$ cat src/hw/rtl/slte_pkg.sv
// types and constants shared by the sorted list table engine
package slte_pkg;

   localparam int TYPE_W    = 3;
   localparam int KEY_IN_W  = 16;
   localparam int POS_W     = 16;
   localparam int STATUS_W  = 3;
   localparam int IDX_OUT_W = 6;
   localparam int CNT_OUT_W = 7;
   localparam int BIT_W     = $clog2(POS_W);

   typedef enum logic [TYPE_W-1:0] {
      REQ_CLEAR   = 3'd0,
      REQ_ORD_INS = 3'd1,
      REQ_INS_AT  = 3'd2,
      REQ_REMOVE  = 3'd3,
      REQ_BSEARCH = 3'd4,
      REQ_SEQ     = 3'd5,
      REQ_READ    = 3'd6
   } req_code_type;

   typedef enum logic [STATUS_W-1:0] {
      ST_OK       = 3'd0,
      ST_FULL     = 3'd1,
      ST_EMPTY    = 3'd2,
      ST_NOTFOUND = 3'd3,
      ST_BADPOS   = 3'd4
   } status_type;

   typedef enum logic [6:0] {
      S_IDLE  = 7'b0000001,
      S_MOD   = 7'b0000010,
      S_FETCH = 7'b0000100,
      S_EVAL  = 7'b0001000,
      S_SHIFT = 7'b0010000,
      S_MOVE  = 7'b0100000,
      S_DONE  = 7'b1000000
   } state_type;

endpackage

$ cat src/hw/rtl/slte_store.sv
// key store: one write port, one read port with registered read data
module slte_store #(
   parameter int DEPTH = 64,
   parameter int WIDTH = 16
) (
   input  logic                     clock,
   input  logic                     wr_en,
   input  logic [$clog2(DEPTH)-1:0] wr_addr,
   input  logic [WIDTH-1:0]         wr_data,
   input  logic [$clog2(DEPTH)-1:0] rd_addr,
   output logic [WIDTH-1:0]         rd_data
);

   logic [WIDTH-1:0] mem_ff [DEPTH];
   logic [WIDTH-1:0] rd_data_ff;

   always_ff @(posedge clock) begin
      if (wr_en) begin
         mem_ff[wr_addr] <= wr_data;
      end
   end

   always_ff @(posedge clock) begin
      rd_data_ff <= mem_ff[rd_addr];
   end

   assign rd_data = rd_data_ff;

endmodule

$ cat src/hw/rtl/sorted_list_table_engine.sv
// sorted list table engine: key store with count, inserts, removes and searches
//
//   channel  direction  handshake             payload
//   req      in         req_valid/req_stall   req_type, req_key, req_position
//   rsp      out        rsp_valid/rsp_stall   rsp_status, rsp_index_out, rsp_key_out, rsp_count
//
// one item at a time; the store has a single read port, so every entry visited
// takes a fetch and an evaluate step and every entry moved takes a read and a write step
// ordered insert scans from the front and then moves the tail up, insert at moves the tail up,
// remove reduces the position modulo the count bit-serially and then moves the tail down
// synchronous reset clears the count and the control; the store is not cleared
// req_stall is high while an item is in flight; a stalled result holds in rsp regs
module sorted_list_table_engine #(
   parameter int MAX_ENTRIES = 64,
   parameter int KEY_WIDTH   = 16
) (
   input  logic                             clock,
   input  logic                             reset,
   input  logic                             req_valid,
   output logic                             req_stall,
   input  logic [slte_pkg::TYPE_W-1:0]      req_type,
   input  logic [slte_pkg::KEY_IN_W-1:0]    req_key,
   input  logic [slte_pkg::POS_W-1:0]       req_position,
   output logic                             rsp_valid,
   input  logic                             rsp_stall,
   output logic [slte_pkg::STATUS_W-1:0]    rsp_status,
   output logic [slte_pkg::IDX_OUT_W-1:0]   rsp_index_out,
   output logic [slte_pkg::KEY_IN_W-1:0]    rsp_key_out,
   output logic [slte_pkg::CNT_OUT_W-1:0]   rsp_count
);

   import slte_pkg::*;

   localparam int AW   = $clog2(MAX_ENTRIES);
   localparam int CW   = $clog2(MAX_ENTRIES + 1);
   localparam int CW1  = CW + 1;
   localparam int UW   = (KEY_WIDTH > CW1) ? KEY_WIDTH : CW1;
   localparam int CMPW = (CW > POS_W) ? CW : POS_W;

   state_type             state_ff, state_in;
   logic [TYPE_W-1:0]     op_ff, op_in;
   logic [KEY_WIDTH-1:0]  key_ff, key_in;
   logic [POS_W-1:0]      pos_ff, pos_in;
   logic [AW-1:0]         addr_ff, addr_in;
   logic [AW-1:0]         ins_ff, ins_in;
   logic [CW-1:0]         lo_ff, lo_in;
   logic [CW-1:0]         hi_ff, hi_in;
   logic [CW-1:0]         rem_ff, rem_in;
   logic [BIT_W-1:0]      bit_ff, bit_in;
   logic [CW-1:0]         count_ff, count_in;
   status_type            res_status_ff, res_status_in;
   logic [AW-1:0]         res_idx_ff, res_idx_in;
   logic [KEY_WIDTH-1:0]  res_key_ff, res_key_in;

   logic                  rsp_valid_ff, rsp_valid_in;
   logic [STATUS_W-1:0]   rsp_status_ff, rsp_status_in;
   logic [IDX_OUT_W-1:0]  rsp_index_out_ff, rsp_index_out_in;
   logic [KEY_IN_W-1:0]   rsp_key_out_ff, rsp_key_out_in;
   logic [CNT_OUT_W-1:0]  rsp_count_ff, rsp_count_in;

   logic                  mem_we;
   logic [AW-1:0]         mem_waddr;
   logic [KEY_WIDTH-1:0]  mem_wdata;
   logic [AW-1:0]         rd_addr;
   logic [KEY_WIDTH-1:0]  rd_data;

   logic [UW-1:0]         op_a, op_b;
   logic [UW:0]           diff;
   logic                  alu_lt, alu_eq;

   logic [CW:0]           rem_sh;
   logic [CW-1:0]         rem_next;
   logic [CW:0]           mid_sum;
   logic [AW-1:0]         mid;
   logic [CW:0]           addr_inc;
   logic                  addr_last;
   logic                  accept, load;
   logic                  cnt_full, cnt_zero, pos_gt_cnt, pos_ge_cnt;

   slte_store #(
      .DEPTH (MAX_ENTRIES),
      .WIDTH (KEY_WIDTH)
   ) u_store (
      .clock   (clock),
      .wr_en   (mem_we),
      .wr_addr (mem_waddr),
      .wr_data (mem_wdata),
      .rd_addr (rd_addr),
      .rd_data (rd_data)
   );

   // shared subtract and compare unit
   assign rem_sh = {rem_ff, pos_ff[POS_W-1]};

   always_comb begin
      if (state_ff == S_MOD) begin
         op_a = UW'(rem_sh);
         op_b = UW'(count_ff);
      end else begin
         op_a = UW'(key_ff);
         op_b = UW'(rd_data);
      end
      diff   = {1'b0, op_a} - {1'b0, op_b};
      alu_lt = diff[UW];
      alu_eq = (diff == '0);
   end

   assign rem_next   = alu_lt ? rem_sh[CW-1:0] : diff[CW-1:0];
   assign mid_sum    = {1'b0, lo_ff} + {1'b0, hi_ff};
   assign mid        = AW'(mid_sum[CW:1]);
   assign addr_inc   = CW1'(addr_ff) + CW1'(1);
   assign addr_last  = (addr_inc == CW1'(count_ff));

   assign cnt_full   = (count_ff == CW'(MAX_ENTRIES));
   assign cnt_zero   = (count_ff == '0);
   assign pos_gt_cnt = (CMPW'(req_position) > CMPW'(count_ff));
   assign pos_ge_cnt = (CMPW'(req_position) >= CMPW'(count_ff));

   assign req_stall  = (state_ff != S_IDLE);
   assign accept     = req_valid && !req_stall;
   assign load       = (state_ff == S_DONE) && (!rsp_valid_ff || !rsp_stall);

   always_comb begin
      state_in      = state_ff;
      op_in         = op_ff;
      key_in        = key_ff;
      pos_in        = pos_ff;
      addr_in       = addr_ff;
      ins_in        = ins_ff;
      lo_in         = lo_ff;
      hi_in         = hi_ff;
      rem_in        = rem_ff;
      bit_in        = bit_ff;
      count_in      = count_ff;
      res_status_in = res_status_ff;
      res_idx_in    = res_idx_ff;
      res_key_in    = res_key_ff;
      mem_we        = 1'b0;
      mem_waddr     = addr_ff;
      mem_wdata     = rd_data;
      rd_addr       = addr_ff;

      unique case (state_ff)
         S_IDLE: begin
            if (accept) begin
               op_in         = req_type;
               key_in        = KEY_WIDTH'(req_key);
               pos_in        = req_position;
               res_status_in = ST_OK;
               res_idx_in    = '0;
               res_key_in    = '0;
               state_in      = S_DONE;
               unique case (req_type)
                  REQ_CLEAR: begin
                     count_in = '0;
                  end
                  REQ_ORD_INS: begin
                     if (cnt_full) begin
                        res_status_in = ST_FULL;
                     end else if (cnt_zero) begin
                        addr_in  = '0;
                        ins_in   = '0;
                        state_in = S_SHIFT;
                     end else begin
                        addr_in  = '0;
                        state_in = S_FETCH;
                     end
                  end
                  REQ_INS_AT: begin
                     if (cnt_full) begin
                        res_status_in = ST_FULL;
                     end else if (pos_gt_cnt) begin
                        res_status_in = ST_BADPOS;
                     end else begin
                        addr_in  = AW'(count_ff);
                        ins_in   = AW'(req_position);
                        state_in = S_SHIFT;
                     end
                  end
                  REQ_REMOVE: begin
                     if (cnt_zero) begin
                        res_status_in = ST_EMPTY;
                     end else begin
                        rem_in   = '0;
                        bit_in   = '1;
                        state_in = S_MOD;
                     end
                  end
                  REQ_BSEARCH: begin
                     if (cnt_zero) begin
                        res_status_in = ST_EMPTY;
                     end else begin
                        lo_in    = '0;
                        hi_in    = count_ff - CW'(1);
                        state_in = S_FETCH;
                     end
                  end
                  REQ_SEQ: begin
                     if (cnt_zero) begin
                        res_status_in = ST_EMPTY;
                     end else begin
                        addr_in  = '0;
                        state_in = S_FETCH;
                     end
                  end
                  REQ_READ: begin
                     if (cnt_zero) begin
                        res_status_in = ST_EMPTY;
                     end else if (pos_ge_cnt) begin
                        res_status_in = ST_BADPOS;
                     end else begin
                        addr_in  = AW'(req_position);
                        state_in = S_FETCH;
                     end
                  end
                  default: begin
                     state_in = S_DONE;
                  end
               endcase
            end
         end

         // restoring remainder, one position bit a cycle
         S_MOD: begin
            rem_in = rem_next;
            pos_in = pos_ff << 1;
            bit_in = bit_ff - BIT_W'(1);
            if (bit_ff == '0) begin
               addr_in  = AW'(rem_next);
               state_in = S_FETCH;
            end
         end

         S_FETCH: begin
            if (op_ff == REQ_BSEARCH) begin
               rd_addr = mid;
               addr_in = mid;
            end
            state_in = S_EVAL;
         end

         S_EVAL: begin
            unique case (op_ff)
               REQ_ORD_INS: begin
                  if (alu_lt) begin
                     ins_in   = addr_ff;
                     addr_in  = AW'(count_ff);
                     state_in = S_SHIFT;
                  end else if (addr_last) begin
                     ins_in   = AW'(count_ff);
                     addr_in  = AW'(count_ff);
                     state_in = S_SHIFT;
                  end else begin
                     addr_in  = AW'(addr_inc);
                     state_in = S_FETCH;
                  end
               end
               REQ_SEQ: begin
                  if (alu_eq) begin
                     res_idx_in = addr_ff;
                     res_key_in = rd_data;
                     state_in   = S_DONE;
                  end else if (addr_last) begin
                     res_status_in = ST_NOTFOUND;
                     state_in      = S_DONE;
                  end else begin
                     addr_in  = AW'(addr_inc);
                     state_in = S_FETCH;
                  end
               end
               REQ_BSEARCH: begin
                  if (alu_eq) begin
                     res_idx_in = addr_ff;
                     res_key_in = rd_data;
                     state_in   = S_DONE;
                  end else if (alu_lt) begin
                     if (CW'(addr_ff) == lo_ff) begin
                        res_status_in = ST_NOTFOUND;
                        state_in      = S_DONE;
                     end else begin
                        hi_in    = CW'(addr_ff) - CW'(1);
                        state_in = S_FETCH;
                     end
                  end else begin
                     if (CW'(addr_ff) == hi_ff) begin
                        res_status_in = ST_NOTFOUND;
                        state_in      = S_DONE;
                     end else begin
                        lo_in    = CW'(addr_inc);
                        state_in = S_FETCH;
                     end
                  end
               end
               REQ_READ: begin
                  res_idx_in = addr_ff;
                  res_key_in = rd_data;
                  state_in   = S_DONE;
               end
               REQ_REMOVE: begin
                  res_idx_in = addr_ff;
                  res_key_in = rd_data;
                  state_in   = S_SHIFT;
               end
               default: begin
                  state_in = S_DONE;
               end
            endcase
         end

         S_SHIFT: begin
            if (op_ff == REQ_REMOVE) begin
               if (addr_inc < CW1'(count_ff)) begin
                  rd_addr  = AW'(addr_inc);
                  state_in = S_MOVE;
               end else begin
                  count_in = count_ff - CW'(1);
                  state_in = S_DONE;
               end
            end else begin
               if (addr_ff > ins_ff) begin
                  rd_addr  = addr_ff - AW'(1);
                  state_in = S_MOVE;
               end else begin
                  mem_we     = 1'b1;
                  mem_waddr  = ins_ff;
                  mem_wdata  = key_ff;
                  count_in   = count_ff + CW'(1);
                  res_idx_in = ins_ff;
                  res_key_in = key_ff;
                  state_in   = S_DONE;
               end
            end
         end

         S_MOVE: begin
            mem_we    = 1'b1;
            mem_waddr = addr_ff;
            mem_wdata = rd_data;
            if (op_ff == REQ_REMOVE) begin
               addr_in = AW'(addr_inc);
            end else begin
               addr_in = addr_ff - AW'(1);
            end
            state_in = S_SHIFT;
         end

         S_DONE: begin
            if (load) begin
               state_in = S_IDLE;
            end
         end

         default: begin
            state_in = S_IDLE;
         end
      endcase
   end

   always_comb begin
      rsp_valid_in     = load || (rsp_valid_ff && rsp_stall);
      rsp_status_in    = rsp_status_ff;
      rsp_index_out_in = rsp_index_out_ff;
      rsp_key_out_in   = rsp_key_out_ff;
      rsp_count_in     = rsp_count_ff;
      if (load) begin
         rsp_status_in    = res_status_ff;
         rsp_index_out_in = IDX_OUT_W'(res_idx_ff);
         rsp_key_out_in   = KEY_IN_W'(res_key_ff);
         rsp_count_in     = CNT_OUT_W'(count_ff);
      end
   end

   always_ff @(posedge clock) begin
      if (reset) begin
         state_ff     <= S_IDLE;
         count_ff     <= '0;
         rsp_valid_ff <= 1'b0;
      end else begin
         state_ff     <= state_in;
         count_ff     <= count_in;
         rsp_valid_ff <= rsp_valid_in;
      end
   end

   always_ff @(posedge clock) begin
      op_ff            <= op_in;
      key_ff           <= key_in;
      pos_ff           <= pos_in;
      addr_ff          <= addr_in;
      ins_ff           <= ins_in;
      lo_ff            <= lo_in;
      hi_ff            <= hi_in;
      rem_ff           <= rem_in;
      bit_ff           <= bit_in;
      res_status_ff    <= res_status_in;
      res_idx_ff       <= res_idx_in;
      res_key_ff       <= res_key_in;
      rsp_status_ff    <= rsp_status_in;
      rsp_index_out_ff <= rsp_index_out_in;
      rsp_key_out_ff   <= rsp_key_out_in;
      rsp_count_ff     <= rsp_count_in;
   end

   assign rsp_valid     = rsp_valid_ff;
   assign rsp_status    = rsp_status_ff;
   assign rsp_index_out = rsp_index_out_ff;
   assign rsp_key_out   = rsp_key_out_ff;
   assign rsp_count     = rsp_count_ff;

endmodule
$ cat config.mk
export PLATFORM = sky130hd
export DESIGN_NAME = sorted_list_table_engine
export DESIGN_NICKNAME = d
export VERILOG_FILES = /design/src/hw/rtl/slte_pkg.sv /design/src/hw/rtl/slte_store.sv /design/src/hw/rtl/sorted_list_table_engine.sv
export SDC_FILE = /design/constraint.sdc
export NUM_CORES = 2
export LEC_CHECK = 0
export BUFFER_PORTS_ARGS = -buffer_cell sky130_fd_sc_hd__clkbuf_2
export CAP_MARGIN = 10
export CORE_AREA = 2 2 411 413
export DETAILED_ROUTE_END_ITERATION = 12
export DIE_AREA = 0 0 413 415
export PLACE_DENSITY = 0.51
export SLEW_MARGIN = 20
export SYNTH_ARGS = -nofsm -noshare
export SYNTH_HDL_FRONTEND = slang
export SYNTH_SLANG_ARGS = --single-unit
export TNS_END_PERCENT = 30
$ cat constraint.sdc
create_clock -name clock -period 5.3 [get_ports clock]
set_input_delay 0.265 -clock clock [delete_from_list [all_inputs] [get_ports clock]]
set_output_delay 0.265 -clock clock [all_outputs]
set_load 0.01 [all_outputs]
After elaboration in Yosys (flattened, before gate mapping)
Memory sizes are Yosys's and may differ from the RTL's. A register that Yosys moved wholly into a read port is not among the register bits.
Index checks and enable logic that the tools add are counted.
Word-level totals
  memories kept: 1
  input bits: 39
  output and inout bits: 34
  word-level logic and storage cells: 254
  register bits after elaboration: 144
  RAM bits: 1024
Operators by class
  mux-type cells: 129
  equality and inequality tests: 61
  reduce and logical (&&, ||, !) cells: 32
  magnitude comparators: 4
  $add $sub $neg: 8
Memories
  u_store.mem_ff: depth 64, bits a word 16, read ports 1, clocked after memory_dff 1, wr ports 1, RTL line slte_store.sv:14  | logic [WIDTH-1:0] mem_ff [DEPTH];
Operators with widths (number)
  7-bit 2-to-1 mux: 41
  6-bit 2-to-1 mux: 32
  16-bit 2-to-1 mux: 10
  16-bit case mux with 2 select lines: 2
  6-bit case mux with 2 select lines: 5
  7-bit case mux with 2 select lines: 4
  7-bit case mux with 7 select lines: 1
  3-bit != test, second input constant: 16
  16-bit case mux with 3 select lines: 1
  7-bit case mux with 5 select lines: 1
  3-bit 2-to-1 mux: 11
  6-bit case mux with 5 select lines: 1
  7-bit case mux with 4 select lines: 1
  6-bit case mux with 4 select lines: 1
  8-bit AND reduction: 3
  2-bit != test, second input constant: 11
  3-bit == test, second input constant: 6
  6-bit case mux with 3 select lines: 1
  17-bit logical NOT: 1
  16-bit by 16-bit subtractor with 17-bit output: 1
  16-bit by 7-bit >= comparator with 1-bit output: 1
  16-bit by 7-bit > comparator with 1-bit output: 1
  5-bit 2-to-1 mux: 3
  6-bit by 7-bit == test with 1-bit output: 2
  other kinds (50): 77

Longest topological paths before layout
  word-level depth: 7
  depth in mapped cells: 20
  depth with buffers taken out: 17

Modules after synthesis
From an unflattened synthesis, not the netlist that was laid out.
Second synthesis, totals
  cell total of the unflattened synthesis: 2801
  area total of the unflattened synthesis: 49205.9 µm²
Modules (own cells, without submodules)
  slte_store: area an instance 39978.3 µm², times used 1, sequential area each 31069.8 µm², cells each 1820
  sorted_list_table_engine: area an instance 9227.6 µm², times used 1, sequential area each 4174.0 µm², cells each 981

Worst setup path before layout
Ideal clock, no wire load.
  kind: register to register
  start point: register state_ff[6]
  end point: register res_idx_ff[0] (enable)
  slack: -0.349 ns
  stages on the path, launching flop included: 18
  required time: 4.899 ns
  buffers on the path: 1
  arrival: 5.248 ns
  cell sequence: dfxtp_1 -> nor3_2 -> and4b_1 -> clkbuf_1 -> mux2i_1 -> ha_1 -> inv_1 -> fa_1 -> a21o_1 -> a221oi_2 -> nor3_1 -> o31a_1 -> or4_1 -> a2111o_1 -> a2111o_1 -> nor2_1 -> nor2_1 -> nor2_1
Between the ends
  cells in the longest elaborated chain, start to end: 6
Ends and longest elaborated chain
  start: declaration: RTL line sorted_list_table_engine.sv:40  | state_type state_ff, state_in;
  start signal: assignment: RTL line sorted_list_table_engine.sv:379  | state_ff <= state_in;
  7-bit by 2-bit == test with 1-bit output: RTL line sorted_list_table_engine.sv:96  | if (state_ff == S_MOD) begin
  16-bit 2-to-1 mux: RTL line sorted_list_table_engine.sv:96
  16-bit by 16-bit subtractor with 17-bit output: RTL line sorted_list_table_engine.sv:103  | diff = {1'b0, op_a} - {1'b0, op_b};
  17-bit logical NOT: RTL line sorted_list_table_engine.sv:105  | alu_eq = (diff == '0);
  3-bit != test (no source line)
  6-bit AND reduction (no source line) (*)
  end signal: assignment: RTL line sorted_list_table_engine.sv:396  | res_idx_ff <= res_idx_in;
  end: declaration: RTL line sorted_list_table_engine.sv:52  | logic [AW-1:0] res_idx_ff, res_idx_in;
Every way passes the cells marked *; elsewhere a longest branch is shown, timed or not.
A chain may end at the register's enable or synchronous reset.

Worst setup path in the final report
Ends and elaborated chain as after synthesis.

==> flow_metrics.tcl <==
set metrics [dict create \
    status "complete, no violations" \
    gp_congestion 0.862 \
    yosysWarningCount 0 \
    area_growth_pct 18.0 \
    rows 150 \
    yosysTopAreaCell "edfxtp_1" \
    hold_depth 1 \
    core_sq_mm 0.167 \
    cts.clk_slew.worst_paths_ps 60 \
    slew_headroom_pct 24.7 \
    p_per_area_mw_per_mm2 388 \
    fin_nets 4188 \
    synth-edff-count 1153 \
    remaining_drc_errors 0 \
    grt_pass1_wl_mm 230 \
    synth_seq_area_share_pct 70.6 \
    cp-end-kind "flip-flop" \
    peakVddDrop_mv 0.263 \
    io_pins 73 \
    antenna_found_initial 5 \
    grt_use_total_pct 18.1 \
    worstMarginPinSlew_ps 1120 \
    dieArea_sq_mm 0.171 \
    first_pass_iters 5 \
    r2r_start "state_ff[6]" \
    reg2reg_slack_ps 260 \
    clk_latency_ps 760 \
    crit_arrival_ps 5480 \
    r2r_cells 18 \
    ctsLongestPathBuffers 3 \
    tritoncts "yes" \
    cts_buffers 119 \
    tns_ps 0 \
    grt_max_degree 65 \
    grt_pass1_vias 32400 \
    port-buffer-count 72 \
    ys.flop_type "edfxtp_1" \
    drv_slew 0 \
    cp.required_ps 5730 \
    hold_slack_ps 152 \
    crit_type "reg2reg" \
    post-dp-hpwl_mm 103 \
    die_w_um 413 \
    setup_viol 0 \
    hold_path_startpoint "req_type[2]" \
    clock-root-buffer "clkbuf_16" \
    fmax_ghz 0.198 \
    hold_class "in2reg" \
    fin_crit_sh_pct 95.2 \
    ant_nets 0 \
    start_util_pct 30.0 \
    worst_setup_path_start_kind "flip-flop" \
    post_drt_wl_per_cell_um 24.8 \
    skew_ps 77.2 \
    grt_overflow 0 \
    critPathMaxFanout 40 \
    syn_area_per_cell_sq_um 13.0 \
    h-tree-depth 3 \
    period_needed_ps 5040 \
    hold_end "op_ff[2]" \
    netlist_instances 3829 \
    vias 33700 \
    fillers 16200 \
    cap_violations 0 \
    synth_nets 3916 \
    ys_types 88 \
    netlist_area_sq_mm 0.0499 \
    finalHoldViolations 0 \
    drive_above_1_share_pct 14.2 \
    cts_sinks 1184 \
    leakage_nw 20.0 \
    ys_ff_latch 1184 \
    synthTopCellsByArea "edfxtp_1 (69%), nand2_1 (6.0%), a21oi_1 (2.8%)" \
    r2r_end "res_idx_ff[0]" \
    die_y_um 415 \
    drt_iter0_drc 3844 \
    wl_mm 159 \
    vias_per_cell 5.25 \
    async_flop_share_pct 0 \
    yosysTopAreaCellShare_pct 69.4 \
]
==> logic make-up (layout without fill, tap and decap cells) <==
family                   count (synthesis)  in the layout  share of synthesized area, %
AND/OR/NAND/NOR                       1356           1356                          11.9
flip-flops                            1184           1184                          70.6
AO/OA/AOI/OAI                          808            809                          11.0
buffers and inverters                  295            670                          2.55
multiplexers                            94             94                          1.89
adder cells (fa/ha/maj)                 48             48                          1.23
XOR/XNOR                                44             44                         0.772
other                                    0              4                             0
==> critical path: stages, from the launching register on <==
cell	delay [ps]
dfxtp_1	340
nor3_2	270
nand4b_1	210
buf_12	230
buf_4	230
nor2_1	120
a21oi_1	60
ha_1	380
a21o_1	190
a221oi_2	340
nor3_1	100
o31a_1	290
or4_1	520
a2111o_1	430
a2111o_1	430
nor2_2	170
nor2_1	70
nor2_2	140
buf_12	190
==> power breakdown <==
part,internal (W),switching (W),total (W)
clock network,0.00460,0.00369,0.00829
registers,0.0109,0.000193,0.0111
logic,0.000993,0.00244,0.00344
total,0.0165,0.00632,0.0228
==> synthesized netlist by cell type, drive strengths merged, types with 23 or more instances <==
| cell | number |
|---|---|
| dfxtp | 31 |
| nand3 | 170 |
| and3 | 24 |
| buf | 137 |
| a221oi | 70 |
| nor2 | 164 |
| xnor2 | 26 |
| clkbuf | 109 |
| nand2 | 794 |
| o21ai | 71 |
| a211oi | 71 |
| a31oi | 52 |
| a21oi | 284 |
| nand4 | 39 |
| inv | 49 |
| mux2i | 92 |
| nor3 | 26 |
| o211ai | 26 |
| ha | 46 |
| o221ai | 28 |
| and2 | 25 |
| a311oi | 23 |
| edfxtp | 1153 |
| or3 | 38 |
==> flip-flops by register name, indices dropped and copies added (netlist names), 7 cells and up <==
| signal | cells |
|---|---|
| u_store.mem_ff | 1024 |
| count_ff | 7 |
| rsp_count | 7 |
| rem_ff | 7 |
| u_store.rd_data | 16 |
| state_ff | 7 |
| pos_ff | 16 |
| rsp_key_out | 16 |
| res_key_ff | 16 |
| lo_ff | 7 |
| key_ff | 16 |
| hi_ff | 7 |
==> worst max-delay path by stage <==
| stage | endpoint | slack (ps) | from |
|---|---|---|---|
| after floorplan | res_idx_ff[0] | 10 | state_ff[6] |
| after global placement | u_store.rd_data[0] | -170 | addr_ff[0] |
| after detailed placement | u_store.rd_data[3] | -80 | addr_ff[0] |
| after CTS | u_store.rd_data[9] | -60 | addr_ff[0] |
| after global routing | u_store.rd_data[9] | -20 | addr_ff[4] |
| final | res_idx_ff[0] | 260 | state_ff[6] |
==> routing by layer <==
metal | global-route usage [%] | share of wire [%]
met2 | 29.1 | 47
met4 | 4.32 | 2.5
met3 | 2.95 | 6.1
met1 | 25.4 | 45
met5 | 0 | 0.0082
==> repair_timing <==
action / CTS / global route
setup buffers: 0 / 8
hold buffers: 37 / 0
cloned: 0 / 1
hold endpoints to repair: 46 / 0
setup endpoints to repair: 4 / 44
pin swaps: 2 / 3
gates resized for setup: 2 / 10
==> metrics by stage <==
stage / setup WS [ps] / instance area (sq um) / power [W] / util, % / cells
2_1_floorplan: 9.63 / 49900 / 0.0130 / - / 3829
3_3_place_gp: -169 / 54600 / 0.0147 / 32.8 / 6138
3_5_place_dp: -83.9 / 54600 / 0.0147 / 32.8 / 6138
4_1_cts: -55.4 / 58800 / 0.0230 / 35.3 / 6400
5_1_grt: -23.4 / 58900 / 0.0236 / 35.3 / 6409
6_report: 257 / 58900 / 0.0228 / 35.4 / 6413
==> layout make-up <==
class                           count  area, sq um  area share [%]
Clock buffer                      156         3200            5.43
Sequential cell                  1184        35200            59.8
Timing Repair Buffer              396         3340            5.66
Antenna cell                        4         10.0          0.0170
Clock inverter                     69          604            1.03
Multi-Input combinational cell   2351        13600            23.0
Tap cell                         2204         2760            4.68
Inverter                           49          184           0.312
==> layout by cell type (no fill, tap or decap), types with 68 or more instances in the layout <==
master,synthesis,layout
clkbuf_16,0,121
buf_4,9,251
clkbuf_2,0,72
mux2i_1,92,92
edfxtp_1,1153,1153
a221oi_1,68,68
a21oi_1,283,280
a211oi_1,70,70
nand3_1,169,168
nor2_1,163,156
nand2_1,792,776
(Power assumes the default switching activity.)
